--- config.mk ---
export PLATFORM = sky130hd
export DESIGN_NAME = keyword_substitution_cipher_unit_flat
export DESIGN_NICKNAME = d
export VERILOG_FILES = /design/src/sv/kwsc_pkg.sv /design/src/sv/kwsc_if.sv /design/src/sv/kwsc_front.sv /design/src/sv/kwsc_queue.sv /design/src/sv/kwsc_back.sv /design/src/sv/keyword_substitution_cipher_unit.sv /design/src/flat_wrapper.sv
export SDC_FILE = /design/constraint.sdc
export NUM_CORES = 1
export LEC_CHECK = 0
export ABC_AREA = 0
export BUFFER_PORTS_ARGS = -buffer_cell sky130_fd_sc_hd__buf_2
export CORE_MARGIN = 1
export CORE_UTILIZATION = 63
export DETAILED_ROUTE_END_ITERATION = 6
export PLACE_DENSITY = 0.8
export SYNTH_ARGS = -nofsm -noshare
export SYNTH_HDL_FRONTEND = slang
export SYNTH_HIERARCHICAL = 1
export SYNTH_SLANG_ARGS = --single-unit
export TNS_END_PERCENT = 20
--- constraint.sdc ---
create_clock -name clk -period 5 [get_ports clk]
set_clock_uncertainty 0.2 [all_clocks]
set_input_delay 0.5 -clock clk [delete_from_list [all_inputs] [get_ports clk]]
set_output_delay 0.5 -clock clk [all_outputs]
set_load 0.01 [all_outputs]
--- src/sv/kwsc_pkg.sv ---
// kwsc_pkg: shared types and constants of the keyword substitution cipher unit
// used by the channel interfaces and all kwsc modules, no dependencies
`default_nettype none

package kwsc_pkg;

    localparam int LETTER_W   = 5;
    localparam int BYTE_W     = 8;
    localparam int CFG_IDX_W  = 1;
    localparam int CFG_DATA_W = 1;

    localparam logic CMD_KEY  = 1'b0;
    localparam logic CMD_TEXT = 1'b1;

    localparam logic [CFG_IDX_W-1:0] REG_DECODE_MODE = 1'b0;
    localparam logic [CFG_IDX_W-1:0] REG_UPPER_CASE  = 1'b1;

    localparam logic [BYTE_W-1:0] ASCII_UPPER_A = 8'h41;
    localparam logic [BYTE_W-1:0] ASCII_UPPER_Z = 8'h5A;
    localparam logic [BYTE_W-1:0] ASCII_LOWER_A = 8'h61;
    localparam logic [BYTE_W-1:0] ASCII_LOWER_Z = 8'h7A;

    typedef struct packed {
        logic                cmd;
        logic                letter_ok;
        logic [LETTER_W-1:0] letter_idx;
        logic [BYTE_W-1:0]   data_byte;
        logic                last;
    } kw_item_t;

    typedef struct packed {
        logic decode_mode;
        logic upper_case_output;
    } kw_cfg_t;

endpackage

`default_nettype wire

--- src/sv/kwsc_if.sv ---
// kwsc_item_if and kwsc_result_if: valid/ready channels of the cipher unit
// depends on kwsc_pkg for field widths
`default_nettype none

interface kwsc_item_if;
    logic                        valid;
    logic                        ready;
    logic                        cmd;
    logic [kwsc_pkg::BYTE_W-1:0] data_byte;
    logic                        last;

    modport source (output valid, output cmd, output data_byte, output last, input ready);
    modport sink   (input valid, input cmd, input data_byte, input last, output ready);
endinterface

interface kwsc_result_if;
    logic                        valid;
    logic                        ready;
    logic [kwsc_pkg::BYTE_W-1:0] out_byte;
    logic                        out_last;

    modport source (output valid, output out_byte, output out_last, input ready);
    modport sink   (input valid, input out_byte, input out_last, output ready);
endinterface

`default_nettype wire

--- src/sv/kwsc_front.sv ---
// kwsc_front: accepts input transfers and classifies each byte as letter or not
// depends on kwsc_pkg and kwsc_item_if, feeds kwsc_queue
`default_nettype none

module kwsc_front #(
    parameter int ALPHABET_SIZE = 26
) (
    kwsc_item_if.sink            item,
    input  wire logic            q_full,
    output logic                 push,
    output kwsc_pkg::kw_item_t   push_item
);

    logic [kwsc_pkg::BYTE_W-1:0] offset;
    logic                        is_upper;
    logic                        is_lower;

    always_comb
    begin
        is_upper = (item.data_byte >= kwsc_pkg::ASCII_UPPER_A) &&
                   (item.data_byte <= kwsc_pkg::ASCII_UPPER_Z);
        is_lower = (item.data_byte >= kwsc_pkg::ASCII_LOWER_A) &&
                   (item.data_byte <= kwsc_pkg::ASCII_LOWER_Z);
        offset   = is_upper ? (item.data_byte - kwsc_pkg::ASCII_UPPER_A)
                            : (item.data_byte - kwsc_pkg::ASCII_LOWER_A);

        push_item.cmd        = item.cmd;
        push_item.letter_idx = offset[kwsc_pkg::LETTER_W-1:0];
        push_item.letter_ok  = (is_upper || is_lower) &&
                               (offset < kwsc_pkg::BYTE_W'(ALPHABET_SIZE));
        push_item.data_byte  = item.data_byte;
        push_item.last       = item.last;
    end

    assign item.ready = !q_full;
    assign push       = item.valid && !q_full;

endmodule

`default_nettype wire

--- src/sv/kwsc_queue.sv ---
// kwsc_queue: two-entry queue of classified items between front and back
// depends on kwsc_pkg
`default_nettype none

module kwsc_queue (
    input  wire logic               clk,
    input  wire logic               rst_n,
    input  wire logic               push,
    input  wire kwsc_pkg::kw_item_t push_item,
    output logic                    full,
    input  wire logic               pop,
    output logic                    head_valid,
    output kwsc_pkg::kw_item_t      head_item
);

    kwsc_pkg::kw_item_t mem [2];
    logic               wr_ptr_reg;
    logic               rd_ptr_reg;
    logic [1:0]         count_reg;
    logic [1:0]         count_next;

    assign full       = (count_reg == 2'd2);
    assign head_valid = (count_reg != 2'd0);
    assign head_item  = mem[rd_ptr_reg];

    always_comb
    begin
        count_next = count_reg;
        if (push && !pop)
        begin
            count_next = count_reg + 2'd1;
        end
        else if (pop && !push)
        begin
            count_next = count_reg - 2'd1;
        end
    end

    always_ff @(posedge clk)
    begin
        if (push)
        begin
            mem[wr_ptr_reg] <= push_item;
        end
    end

    always_ff @(posedge clk or negedge rst_n)
    begin
        if (!rst_n)
        begin
            wr_ptr_reg <= 1'b0;
            rd_ptr_reg <= 1'b0;
            count_reg  <= 2'd0;
        end
        else
        begin
            if (push)
            begin
                wr_ptr_reg <= !wr_ptr_reg;
            end
            if (pop)
            begin
                rd_ptr_reg <= !rd_ptr_reg;
            end
            count_reg <= count_next;
        end
    end

endmodule

`default_nettype wire

--- src/sv/kwsc_back.sv ---
// kwsc_back: alphabet tables, keyword build and fill walk, text translation
// depends on kwsc_pkg and kwsc_result_if, reads from kwsc_queue
`default_nettype none

module kwsc_back #(
    parameter int ALPHABET_SIZE = 26
) (
    input  wire logic               clk,
    input  wire logic               rst_n,
    input  wire kwsc_pkg::kw_cfg_t  cfg,
    input  wire logic               head_valid,
    input  wire kwsc_pkg::kw_item_t head_item,
    output logic                    pop,
    kwsc_result_if.source           result
);

    localparam int IDX_W = $clog2(ALPHABET_SIZE);
    localparam int POS_W = $clog2(ALPHABET_SIZE + 1);

    localparam logic ST_RUN  = 1'b0;
    localparam logic ST_FILL = 1'b1;

    logic [IDX_W-1:0]         fwd_reg [ALPHABET_SIZE];
    logic [IDX_W-1:0]         inv_reg [ALPHABET_SIZE];
    logic [ALPHABET_SIZE-1:0] used_reg, used_next, used_eff;
    logic [POS_W-1:0]         pos_reg, pos_next, pos_eff;
    logic                     building_reg, building_next;
    logic                     state_reg, state_next;
    logic [IDX_W-1:0]         fill_reg, fill_next;

    logic                        out_valid_reg, out_valid_next;
    logic [kwsc_pkg::BYTE_W-1:0] out_byte_reg, out_byte_next;
    logic                        out_last_reg, out_last_next;

    logic                        place_en;
    logic [IDX_W-1:0]            place_letter;
    logic [IDX_W-1:0]            place_pos;
    logic [IDX_W-1:0]            head_idx;
    logic [IDX_W-1:0]            mapped;
    logic [kwsc_pkg::BYTE_W-1:0] case_base;

    assign head_idx = head_item.letter_idx[IDX_W-1:0];
    assign pop      = head_valid && (state_reg == ST_RUN) &&
                      ((head_item.cmd == kwsc_pkg::CMD_KEY) ||
                       !out_valid_reg || result.ready);

    always_comb
    begin
        used_eff      = building_reg ? used_reg : '0;
        pos_eff       = building_reg ? pos_reg : '0;
        used_next     = used_reg;
        pos_next      = pos_reg;
        building_next = building_reg;
        state_next    = state_reg;
        fill_next     = fill_reg;
        place_en      = 1'b0;
        place_letter  = head_idx;
        place_pos     = pos_eff[IDX_W-1:0];

        mapped    = cfg.decode_mode ? inv_reg[head_idx] : fwd_reg[head_idx];
        case_base = cfg.upper_case_output ? kwsc_pkg::ASCII_UPPER_A
                                          : kwsc_pkg::ASCII_LOWER_A;

        out_valid_next = out_valid_reg && !result.ready;
        out_byte_next  = out_byte_reg;
        out_last_next  = out_last_reg;

        case (state_reg)
            ST_RUN:
            begin
                if (pop && (head_item.cmd == kwsc_pkg::CMD_KEY))
                begin
                    place_en = head_item.letter_ok && !used_eff[head_idx] &&
                               (pos_eff < POS_W'(ALPHABET_SIZE));
                    used_next     = used_eff;
                    pos_next      = pos_eff;
                    building_next = 1'b1;
                    if (place_en)
                    begin
                        used_next = used_eff | (ALPHABET_SIZE'(1) << head_idx);
                        pos_next  = pos_eff + POS_W'(1);
                    end
                    if (head_item.last)
                    begin
                        state_next = ST_FILL;
                        fill_next  = '0;
                    end
                end
                else if (pop)
                begin
                    out_valid_next = 1'b1;
                    out_last_next  = head_item.last;
                    out_byte_next  = head_item.letter_ok
                                   ? (case_base + kwsc_pkg::BYTE_W'(mapped))
                                   : head_item.data_byte;
                end
            end
            ST_FILL:
            begin
                place_letter = fill_reg;
                place_pos    = pos_reg[IDX_W-1:0];
                place_en     = !used_reg[fill_reg] &&
                               (pos_reg < POS_W'(ALPHABET_SIZE));
                if (place_en)
                begin
                    used_next = used_reg | (ALPHABET_SIZE'(1) << fill_reg);
                    pos_next  = pos_reg + POS_W'(1);
                end
                fill_next = fill_reg + IDX_W'(1);
                if (fill_reg == IDX_W'(ALPHABET_SIZE - 1))
                begin
                    pos_next      = POS_W'(ALPHABET_SIZE);
                    building_next = 1'b0;
                    state_next    = ST_RUN;
                end
            end
            default:
            begin
                state_next = ST_RUN;
            end
        endcase
    end

    always_ff @(posedge clk or negedge rst_n)
    begin
        if (!rst_n)
        begin
            for (int i = 0; i < ALPHABET_SIZE; i++)
            begin
                fwd_reg[i] <= IDX_W'(i);
                inv_reg[i] <= IDX_W'(i);
            end
            used_reg      <= '0;
            pos_reg       <= '0;
            building_reg  <= 1'b0;
            state_reg     <= ST_RUN;
            fill_reg      <= '0;
            out_valid_reg <= 1'b0;
        end
        else
        begin
            if (place_en)
            begin
                fwd_reg[place_pos]    <= place_letter;
                inv_reg[place_letter] <= place_pos;
            end
            used_reg      <= used_next;
            pos_reg       <= pos_next;
            building_reg  <= building_next;
            state_reg     <= state_next;
            fill_reg      <= fill_next;
            out_valid_reg <= out_valid_next;
        end
    end

    always_ff @(posedge clk)
    begin
        out_byte_reg <= out_byte_next;
        out_last_reg <= out_last_next;
    end

    assign result.valid    = out_valid_reg;
    assign result.out_byte = out_byte_reg;
    assign result.out_last = out_last_reg;

endmodule

`default_nettype wire

--- src/sv/keyword_substitution_cipher_unit.sv ---
// keyword_substitution_cipher_unit: top level of the keyword substitution cipher
// depends on kwsc_pkg, kwsc_if, kwsc_front, kwsc_queue and kwsc_back
//
// item channel carries keyword bytes (cmd key) and text bytes (cmd text);
// result channel gives one transfer per text byte, none per keyword byte.
// keyword letters build the cipher alphabet in arrival order, the keyword byte
// flagged last starts a walk over all ALPHABET_SIZE letters that places the
// unused ones, one letter per cycle.
// a text byte is translated by one table lookup: it passes the queue entry and
// then the lookup register before its result transfer, and text bytes stream
// at one per cycle while the receiver is ready and no fill walk runs.
// a two-entry queue sits between the classifying front and the table back, so
// the item channel keeps taking bytes until the queue fills when the receiver
// stalls or a fill walk runs; the finished result waits in its output register.
// reset sets both tables to identity, clears keyword state, decode_mode and
// upper_case_output; cfg writes (index 0 decode_mode, index 1 upper_case_output)
// belong in idle periods only.
`default_nettype none

module keyword_substitution_cipher_unit #(
    parameter int ALPHABET_SIZE = 26
) (
    input  wire logic                            clk,
    input  wire logic                            rst_n,
    kwsc_item_if.sink                            item,
    kwsc_result_if.source                        result,
    input  wire logic                            cfg_we,
    input  wire logic [kwsc_pkg::CFG_IDX_W-1:0]  cfg_index,
    input  wire logic [kwsc_pkg::CFG_DATA_W-1:0] cfg_data
);

    kwsc_pkg::kw_cfg_t  cfg_reg;
    kwsc_pkg::kw_item_t push_item;
    kwsc_pkg::kw_item_t head_item;
    logic               push;
    logic               q_full;
    logic               pop;
    logic               head_valid;

    always_ff @(posedge clk or negedge rst_n)
    begin
        if (!rst_n)
        begin
            cfg_reg <= '0;
        end
        else if (cfg_we)
        begin
            if (cfg_index == kwsc_pkg::REG_DECODE_MODE)
            begin
                cfg_reg.decode_mode <= cfg_data[0];
            end
            if (cfg_index == kwsc_pkg::REG_UPPER_CASE)
            begin
                cfg_reg.upper_case_output <= cfg_data[0];
            end
        end
    end

    kwsc_front #(
        .ALPHABET_SIZE (ALPHABET_SIZE)
    ) u_front (
        .item      (item),
        .q_full    (q_full),
        .push      (push),
        .push_item (push_item)
    );

    kwsc_queue u_queue (
        .clk        (clk),
        .rst_n      (rst_n),
        .push       (push),
        .push_item  (push_item),
        .full       (q_full),
        .pop        (pop),
        .head_valid (head_valid),
        .head_item  (head_item)
    );

    kwsc_back #(
        .ALPHABET_SIZE (ALPHABET_SIZE)
    ) u_back (
        .clk        (clk),
        .rst_n      (rst_n),
        .cfg        (cfg_reg),
        .head_valid (head_valid),
        .head_item  (head_item),
        .pop        (pop),
        .result     (result)
    );

endmodule

`default_nettype wire

--- src/flat_wrapper.sv ---
// flat-port wrapper written by rule: the top's interface ports become plain ports
module keyword_substitution_cipher_unit_flat 
#(
    parameter int ALPHABET_SIZE = 26
)
  (clk, rst_n, cfg_we, cfg_index, cfg_data, item_valid, item_cmd, item_data_byte, item_last, item_ready, result_valid, result_out_byte, result_out_last, result_ready);
  kwsc_item_if item_i ();
  kwsc_result_if result_i ();
  input  wire logic clk;
  input  wire logic rst_n;
  input  wire logic cfg_we;
  input  wire logic [kwsc_pkg::CFG_IDX_W-1:0] cfg_index;
  input  wire logic [kwsc_pkg::CFG_DATA_W-1:0] cfg_data;
  input wire logic [$bits(item_i.valid)-1:0] item_valid;
  input wire logic [$bits(item_i.cmd)-1:0] item_cmd;
  input wire logic [$bits(item_i.data_byte)-1:0] item_data_byte;
  input wire logic [$bits(item_i.last)-1:0] item_last;
  output wire logic [$bits(item_i.ready)-1:0] item_ready;
  output wire logic [$bits(result_i.valid)-1:0] result_valid;
  output wire logic [$bits(result_i.out_byte)-1:0] result_out_byte;
  output wire logic [$bits(result_i.out_last)-1:0] result_out_last;
  input wire logic [$bits(result_i.ready)-1:0] result_ready;
  assign item_i.valid = item_valid;
  assign item_i.cmd = item_cmd;
  assign item_i.data_byte = item_data_byte;
  assign item_i.last = item_last;
  assign item_ready = item_i.ready;
  assign result_valid = result_i.valid;
  assign result_out_byte = result_i.out_byte;
  assign result_out_last = result_i.out_last;
  assign result_i.ready = result_ready;
  keyword_substitution_cipher_unit #(.ALPHABET_SIZE(ALPHABET_SIZE)) u_core (.clk(clk), .rst_n(rst_n), .item(item_i), .result(result_i), .cfg_we(cfg_we), .cfg_index(cfg_index), .cfg_data(cfg_data));
endmodule
==> impl_metrics.toml, run 1 <==
[finish]
seq_area_mm2 = 0.00901
drive_gt1_share_pct = 46.4
area_delta_synth_final_pct = 8.57
multi_input_area_mm2 = 0.00813
finalNonFillerCells = 1691
nets = 1314
final_common_cell = "mux2_2"
antenna_cells = 0
num-fill-cells = 1854
layout_common_cells = "mux2_2 (238), dfrtp_1 (191), dfstp_2 (114), mux4_2 (71), nand2_1 (58)"

[yosys]
synth_ff_type = "dfrtp_1"
syn_inst = 1288
syn_nets = 1317
synth_seq_cells = 346
synth-edff-count = 41
yosysSeqAreaShare_pct = 50.8
yosysUniqueCellTypes = 68
async_flop_share_pct = 88.2
netlist_area_mm2 = 0.0177
avgSynthCellArea_um2 = 13.8
yosysWarnings = 6

[worst_setup_path]
cp.required_ns = 5.08
path_class = "reg2reg"
startpoint = "u_core/u_queue/rd_ptr_reg"
critPathLaunchType = "flop"
regToRegStartpoint = "u_core/u_queue/rd_ptr_reg"
arrival_ns = 4.74
crit_end = "u_core/u_back/result.out_byte[4]"
end_kind = "flop"
reg2reg_depth = 12
worstPathMaxFanout = 28
rr_endpoint = "u_core/u_back/result.out_byte[4]"
reg2reg_slack_ns = 0.34

[pwr]
irDropWorstVdd_uv = 412
p_leak_nw = 8.07
power.density_mw_per_mm2 = 662

[grt]
grt_pass1_wl_mm = 65.3
grt-ovfl-total = 0
grt_max_degree = 110
antenna_found_initial = 0
grt_usage_pct = 29.7
grt_pass1_vias = 11600

[timing]
layout_min_cycle_time_ns = 4.66
min_period_over_period_pct = 93.1
setup_violations = 0
rsz0062_at_grt = "no"
relSlewSlack_pct = 30.4
slew_violations = 0
finalHoldViolCount = 0
finalSetupTns_ns = 0
worst_pin_slew_ns = 1.04
max_freq_mhz = 215

[route]
vias_per_cell = 6.59
ant_nets = 0
drtIter0Drc = 1088
avgRoutedWirePerCell_um = 24.4
via_count = 11100
drt_pass1_iterations = 7
drc = 2
finalWirelength_mm = 41.3

[floorplan]
fp.coreArea_mm2 = 0.0277
start_util_pct = 64.0
dieArea_mm2 = 0.0288
die_y_um = 170
fp.dieW_um = 170
pin_count = 28
rows = 61

[min_path]
hold_path_class = "in2reg"

[clocking]
clock_latency_ns = 0.53
cts_tree = "built"
cts_buffers = 37
htree_levels = 2
cts_sinks = 346
cts_max_path_buffers = 3
cts.clk_slew.worst_paths_ns = 0.06
post_cts_buffers = 0
root_buffer = "clkbuf_16"

[job]
drv_cap = 0

[placement]
gp_congestion = 0.919
dp_hpwl_mm = 26.6
numPortBuffers = 27
dpl.cell_count = 1619

[status]
outcome = "complete, but fails checks"
failed_checks = "design-rule violations"
==> report_power, final <==
part	internal (W)	total, W	leakage [nW]	switching, W
logic	0.00225	0.00536	3.52	0.00311
clock network	0.00149	0.00257	0.554	0.00108
registers	0.00411	0.00482	4.00	0.000711
total	0.00785	0.0128	8.07	0.00490
==> critical path, stage by stage (launching register included) <==
cell and delay (ns):
dfrtp_1 0.67, mux2_8 0.47, buf_4 0.43, mux4_2 0.59
a221oi_1 0.50, a211oi_1 0.24, a22oi_1 0.38, inv_1 0.09
ha_1 0.23, nor2b_1 0.16, nand2_1 0.10, xnor2_1 0.07
mux2_2 0.26
==> Yosys cell counts, types with 9 or more instances <==
cell / count / area share [%]
buf_4: 19 / 0.80
mux2_2: 239 / 15
o221ai_1: 10 / 0.49
dfrtp_1: 191 / 27
nand3_1: 19 / 0.54
inv_1: 19 / 0.40
a21oi_1: 25 / 0.71
nand3_2: 36 / 2.0
mux4_2: 71 / 9.0
dfstp_2: 114 / 17
nand2_1: 58 / 1.2
clkbuf_1: 60 / 1.3
edfxtp_1: 41 / 6.9
nor2b_1: 19 / 0.67
a31oi_1: 9 / 0.32
nand2b_1: 11 / 0.39
nor3_1: 17 / 0.48
mux2_1: 45 / 2.9
mux2_4: 10 / 0.85
buf_1: 9 / 0.19
ha_1: 12 / 0.85
xor2_1: 9 / 0.44
mux2i_1: 23 / 1.3
o21ai_0: 36 / 1.0
nor2_1: 44 / 0.93
==> logic make-up after synthesis <==
group,count (synthesis),synth area share [%]
AO/OA/AOI/OAI,146,5.52
AND/OR/NAND/NOR,255,9.23
multiplexers,388,29.2
flip-flops,346,50.8
adder cells (fa/ha/maj),12,0.847
buffers and inverters,125,3.63
XOR/XNOR,16,0.790
==> how the worst min path moves through the flow <==
stage                                startpoint                     endpoint  slack, ns  cells past startpoint
finish                        item_data_byte[5]     u_core/u_queue/mem[0][6]       0.03                      1
CTS                           item_data_byte[5]     u_core/u_queue/mem[0][6]       0.02                      1
global placement      u_core/u_back/fwd_reg[93]    u_core/u_back/fwd_reg[93]       0.27                      1
global route                  item_data_byte[5]     u_core/u_queue/mem[0][6]       0.04                      1
floorplan                                 rst_n            u_core/cfg_reg[0]      0.004                      0
detailed placement  u_core/u_queue/count_reg[1]  u_core/u_queue/count_reg[1]       0.27                      1
==> metal layers <==
metal	wire length (µm)	share of wire (%)	global-route usage, %
met5	0	0	0
met1	17000	41	40.4
met3	2740	6.6	5.22
met2	20300	49	48.1
met4	1230	3.0	10.5
==> stage by stage <==
step	instance area, µm²	util [%]	total power (W)	hold WS [ns]	worst slack (ns)
finish	19300	69.5	0.0128	0.0269	0.343
global route	19300	69.5	0.0134	0.0357	0.137
CTS	19300	69.5	0.0127	0.0162	0.401
detailed placement	18100	65.2	0.0101	0.267	0.427
global placement	18100	65.2	0.00990	0.268	0.522
floorplan	17700	-	0.00867	0.00441	1.46
==> cell type report <==
class,instances,share of cell area [%]
clock buffers,55,5.37
clock inverters,12,0.487
inverters,19,0.370
multi-input cells,817,42.2
flip-flops and latches,346,46.8
well taps,378,2.46
repair buffers,64,2.33
==> what timing repair did <==
item / 4_1_cts / 5_1_grt
gates resized for setup: 0 / 0
hold endpoints to repair: 81 / 0
hold buffers: 5 / 0
No activity file was read; power rests on OpenSTA's default activity.
==> run 2: changes to the inputs <==
--- a/config.mk
+++ b/config.mk
@@ -8,11 +8,10 @@
 export ABC_AREA = 0
 export BUFFER_PORTS_ARGS = -buffer_cell sky130_fd_sc_hd__buf_2
 export CORE_MARGIN = 1
-export CORE_UTILIZATION = 63
+export CORE_UTILIZATION = 64
 export DETAILED_ROUTE_END_ITERATION = 6
-export PLACE_DENSITY = 0.8
+export PLACE_DENSITY = 0.81
 export SYNTH_ARGS = -nofsm -noshare
 export SYNTH_HDL_FRONTEND = slang
-export SYNTH_HIERARCHICAL = 1
 export SYNTH_SLANG_ARGS = --single-unit
 export TNS_END_PERCENT = 20
==> impl_metrics.toml, run 2 <==
[grt]
grt-ovfl-total = 0
grt_pass1_vias = 13800
grt_pass1_wl_mm = 81.0
grt_usage_pct = 37.1
grt_max_degree = 126
antenna_found_initial = 1

[yosys]
syn_nets = 1610
synth_seq_cells = 346
yosysSeqAreaShare_pct = 49.6
yosysTopAreaCell = "dfrtp_1"
async_flop_share_pct = 88.2
yosysWarnings = 0
synth_area_leaders = "dfrtp_1 (26%), dfstp_2 (17%), mux2_1 (14%)"
avgSynthCellArea_um2 = 11.5
synth-edff-count = 41
yosysTopAreaCellShare_pct = 26.3
syn_inst = 1580
netlist_area_mm2 = 0.0181
synth_most_common_cell = "mux2_1"
synthTopCellsByCount = "mux2_1 (230), dfrtp_1 (191), nand2_1 (166), dfstp_2 (114), clkbuf_1 (85)"
yosysUniqueCellTypes = 90
synth_ff_type = "dfrtp_1"

[floorplan]
dieArea_mm2 = 0.0290
fp.coreArea_mm2 = 0.0279
pin_count = 28
rows = 61
die_y_um = 170
start_util_pct = 65.1
fp.dieW_um = 170

[route]
via_count = 13700
avgRoutedWirePerCell_um = 26.4
drt_pass1_iterations = 7
vias_per_cell = 7.00
ant_nets = 0
drc = 0
drtIter0Drc = 1656
finalWirelength_mm = 51.6

[timing]
slew_violations = 0
relSlewSlack_pct = 23.6
postLayoutSetupSlackWorst_ns = 0.279
layout_min_cycle_time_ns = 4.72
worst_pin_slew_ns = 1.13
finalHoldViolCount = 0
min_period_over_period_pct = 94.4
max_freq_mhz = 212
finalSetupTns_ns = 0
rsz0062_at_grt = "no"
setup_violations = 0

[finish]
final_common_cell = "mux2_1"
area_delta_synth_final_pct = 9.10
antenna_cells = 0
num-fill-cells = 1871
drive_gt1_share_pct = 21.3
layout_common_cells = "mux2_1 (230), dfrtp_1 (190), nand2_1 (166), dfstp_2 (114), nand3_1 (60)"
nets = 1580

[clocking]
root_buffer = "clkbuf_16"
cts_max_path_buffers = 3
post_cts_buffers = 0
htree_levels = 2
cts_tree = "built"
cts.clk_slew.worst_paths_ns = 0.06
cts_buffers = 37
cts_sinks = 346
clock_latency_ns = 0.54

[worst_setup_path]
path_class = "reg2reg"
cp.required_ns = 5.10
end_kind = "flop"
arrival_ns = 4.82
reg2reg_depth = 9
reg2reg_slack_ns = 0.28
rr_endpoint = "u_core.u_back.result.out_byte[5]"
regToRegStartpoint = "u_core.u_queue.rd_ptr_reg"
critPathLaunchType = "flop"
worstPathMaxFanout = 17

[min_path]
min_to = "u_core.cfg_reg[0]"
hold_path_class = "in2reg"
min_path_cells = 2
hold_start = "cfg_data"

[pwr]
p_leak_nw = 8.49
power.density_mw_per_mm2 = 672
power_w = 0.0133
irDropWorstVdd_uv = 490

[status]
outcome = "finished clean"

[placement]
pre_cts_slack_ns = 0.522
numPortBuffers = 27
gp_congestion = 0.970
dp_hpwl_mm = 34.4

[job]
drv_cap = 0
==> run 2: area by class of cell <==
cell class,instances,area (µm²),area share [%]
repair buffers,72,541,2.73
multi-input cells,1073,8500,43.0
clock buffers,54,1050,5.30
flip-flops and latches,346,9010,45.5
well taps,378,473,2.39
clock inverters,14,145,0.733
inverters,20,75.1,0.379
==> run 2: how the worst max path moves through the flow <==
stage	slack, ns	from	end	cells after the start
final	0.28	u_core.u_queue.rd_ptr_reg	u_core.u_back.result.out_byte[5]	9
after global routing	0.23	u_core.u_queue.mem[0][9]	u_core.u_back.result.out_byte[4]	9
after CTS	0.51	u_core.u_queue.mem[0][9]	u_core.u_back.result.out_byte[5]	9
after detailed placement	0.52	u_core.u_queue.mem[0][9]	u_core.u_back.result.out_byte[5]	9
after global placement	0.54	u_core.u_queue.mem[0][9]	u_core.u_back.result.out_byte[5]	9
after floorplan	1.46	u_core.u_back.fill_reg[0]	u_core.u_back.inv_reg[61]	10
==> run 2: layer usage <==
metal | GRT usage (%) | routed length (µm)
met1 | 49.8 | 19900
met5 | 0.696 | 9
met3 | 9.56 | 5770
met4 | 19.0 | 3200
met2 | 55.7 | 22700
==> run 2: cells by family after synthesis <==
family	synth area share, %
multiplexers	22.2
flip-flops	49.6
XOR/XNOR	0.579
AND/OR/NAND/NOR	11.7
buffers and inverters	3.79
adder cells (fa/ha/maj)	0.952
AO/OA/AOI/OAI	11.1
==> run 2: timing repair <==
action | CTS | global route
hold endpoints to repair | 81 | 0
gates resized for setup | 0 | 0
hold buffers | 3 | 0
==> run 2: through the flow <==
| stage | std cells | util [%] | hold slack (ns) | cell area, µm² |
|---|---|---|---|---|
| final | 1957 | 71.0 | 0.00749 | 19800 |
| after global routing | 1957 | 71.0 | 0.0111 | 19800 |
| after CTS | 1957 | 71.0 | 0.00686 | 19800 |
| after detailed placement | 1886 | 66.6 | 0.274 | 18600 |
| after global placement | 1886 | 66.6 | 0.263 | 18600 |
| after floorplan | 1580 | - | 0.00441 | 18100 |
==> run 2: where the power goes <==
part           switching (W)  leakage [nW]  internal, W
registers           0.000788          3.99      0.00412
clock network        0.00115         0.579      0.00157
logic                0.00360          3.92      0.00206
==> run 2: critical path, cell delays in order, from the launching register on <==
cell and delay [ns]:
dfrtp_2 0.55, buf_4 0.30, or3b_1 0.40, and2_1 0.61, o22a_1 0.24, a31oi_1 0.08
o311ai_0 0.77, nand4_1 0.44, or4_1 0.65, a31o_1 0.23
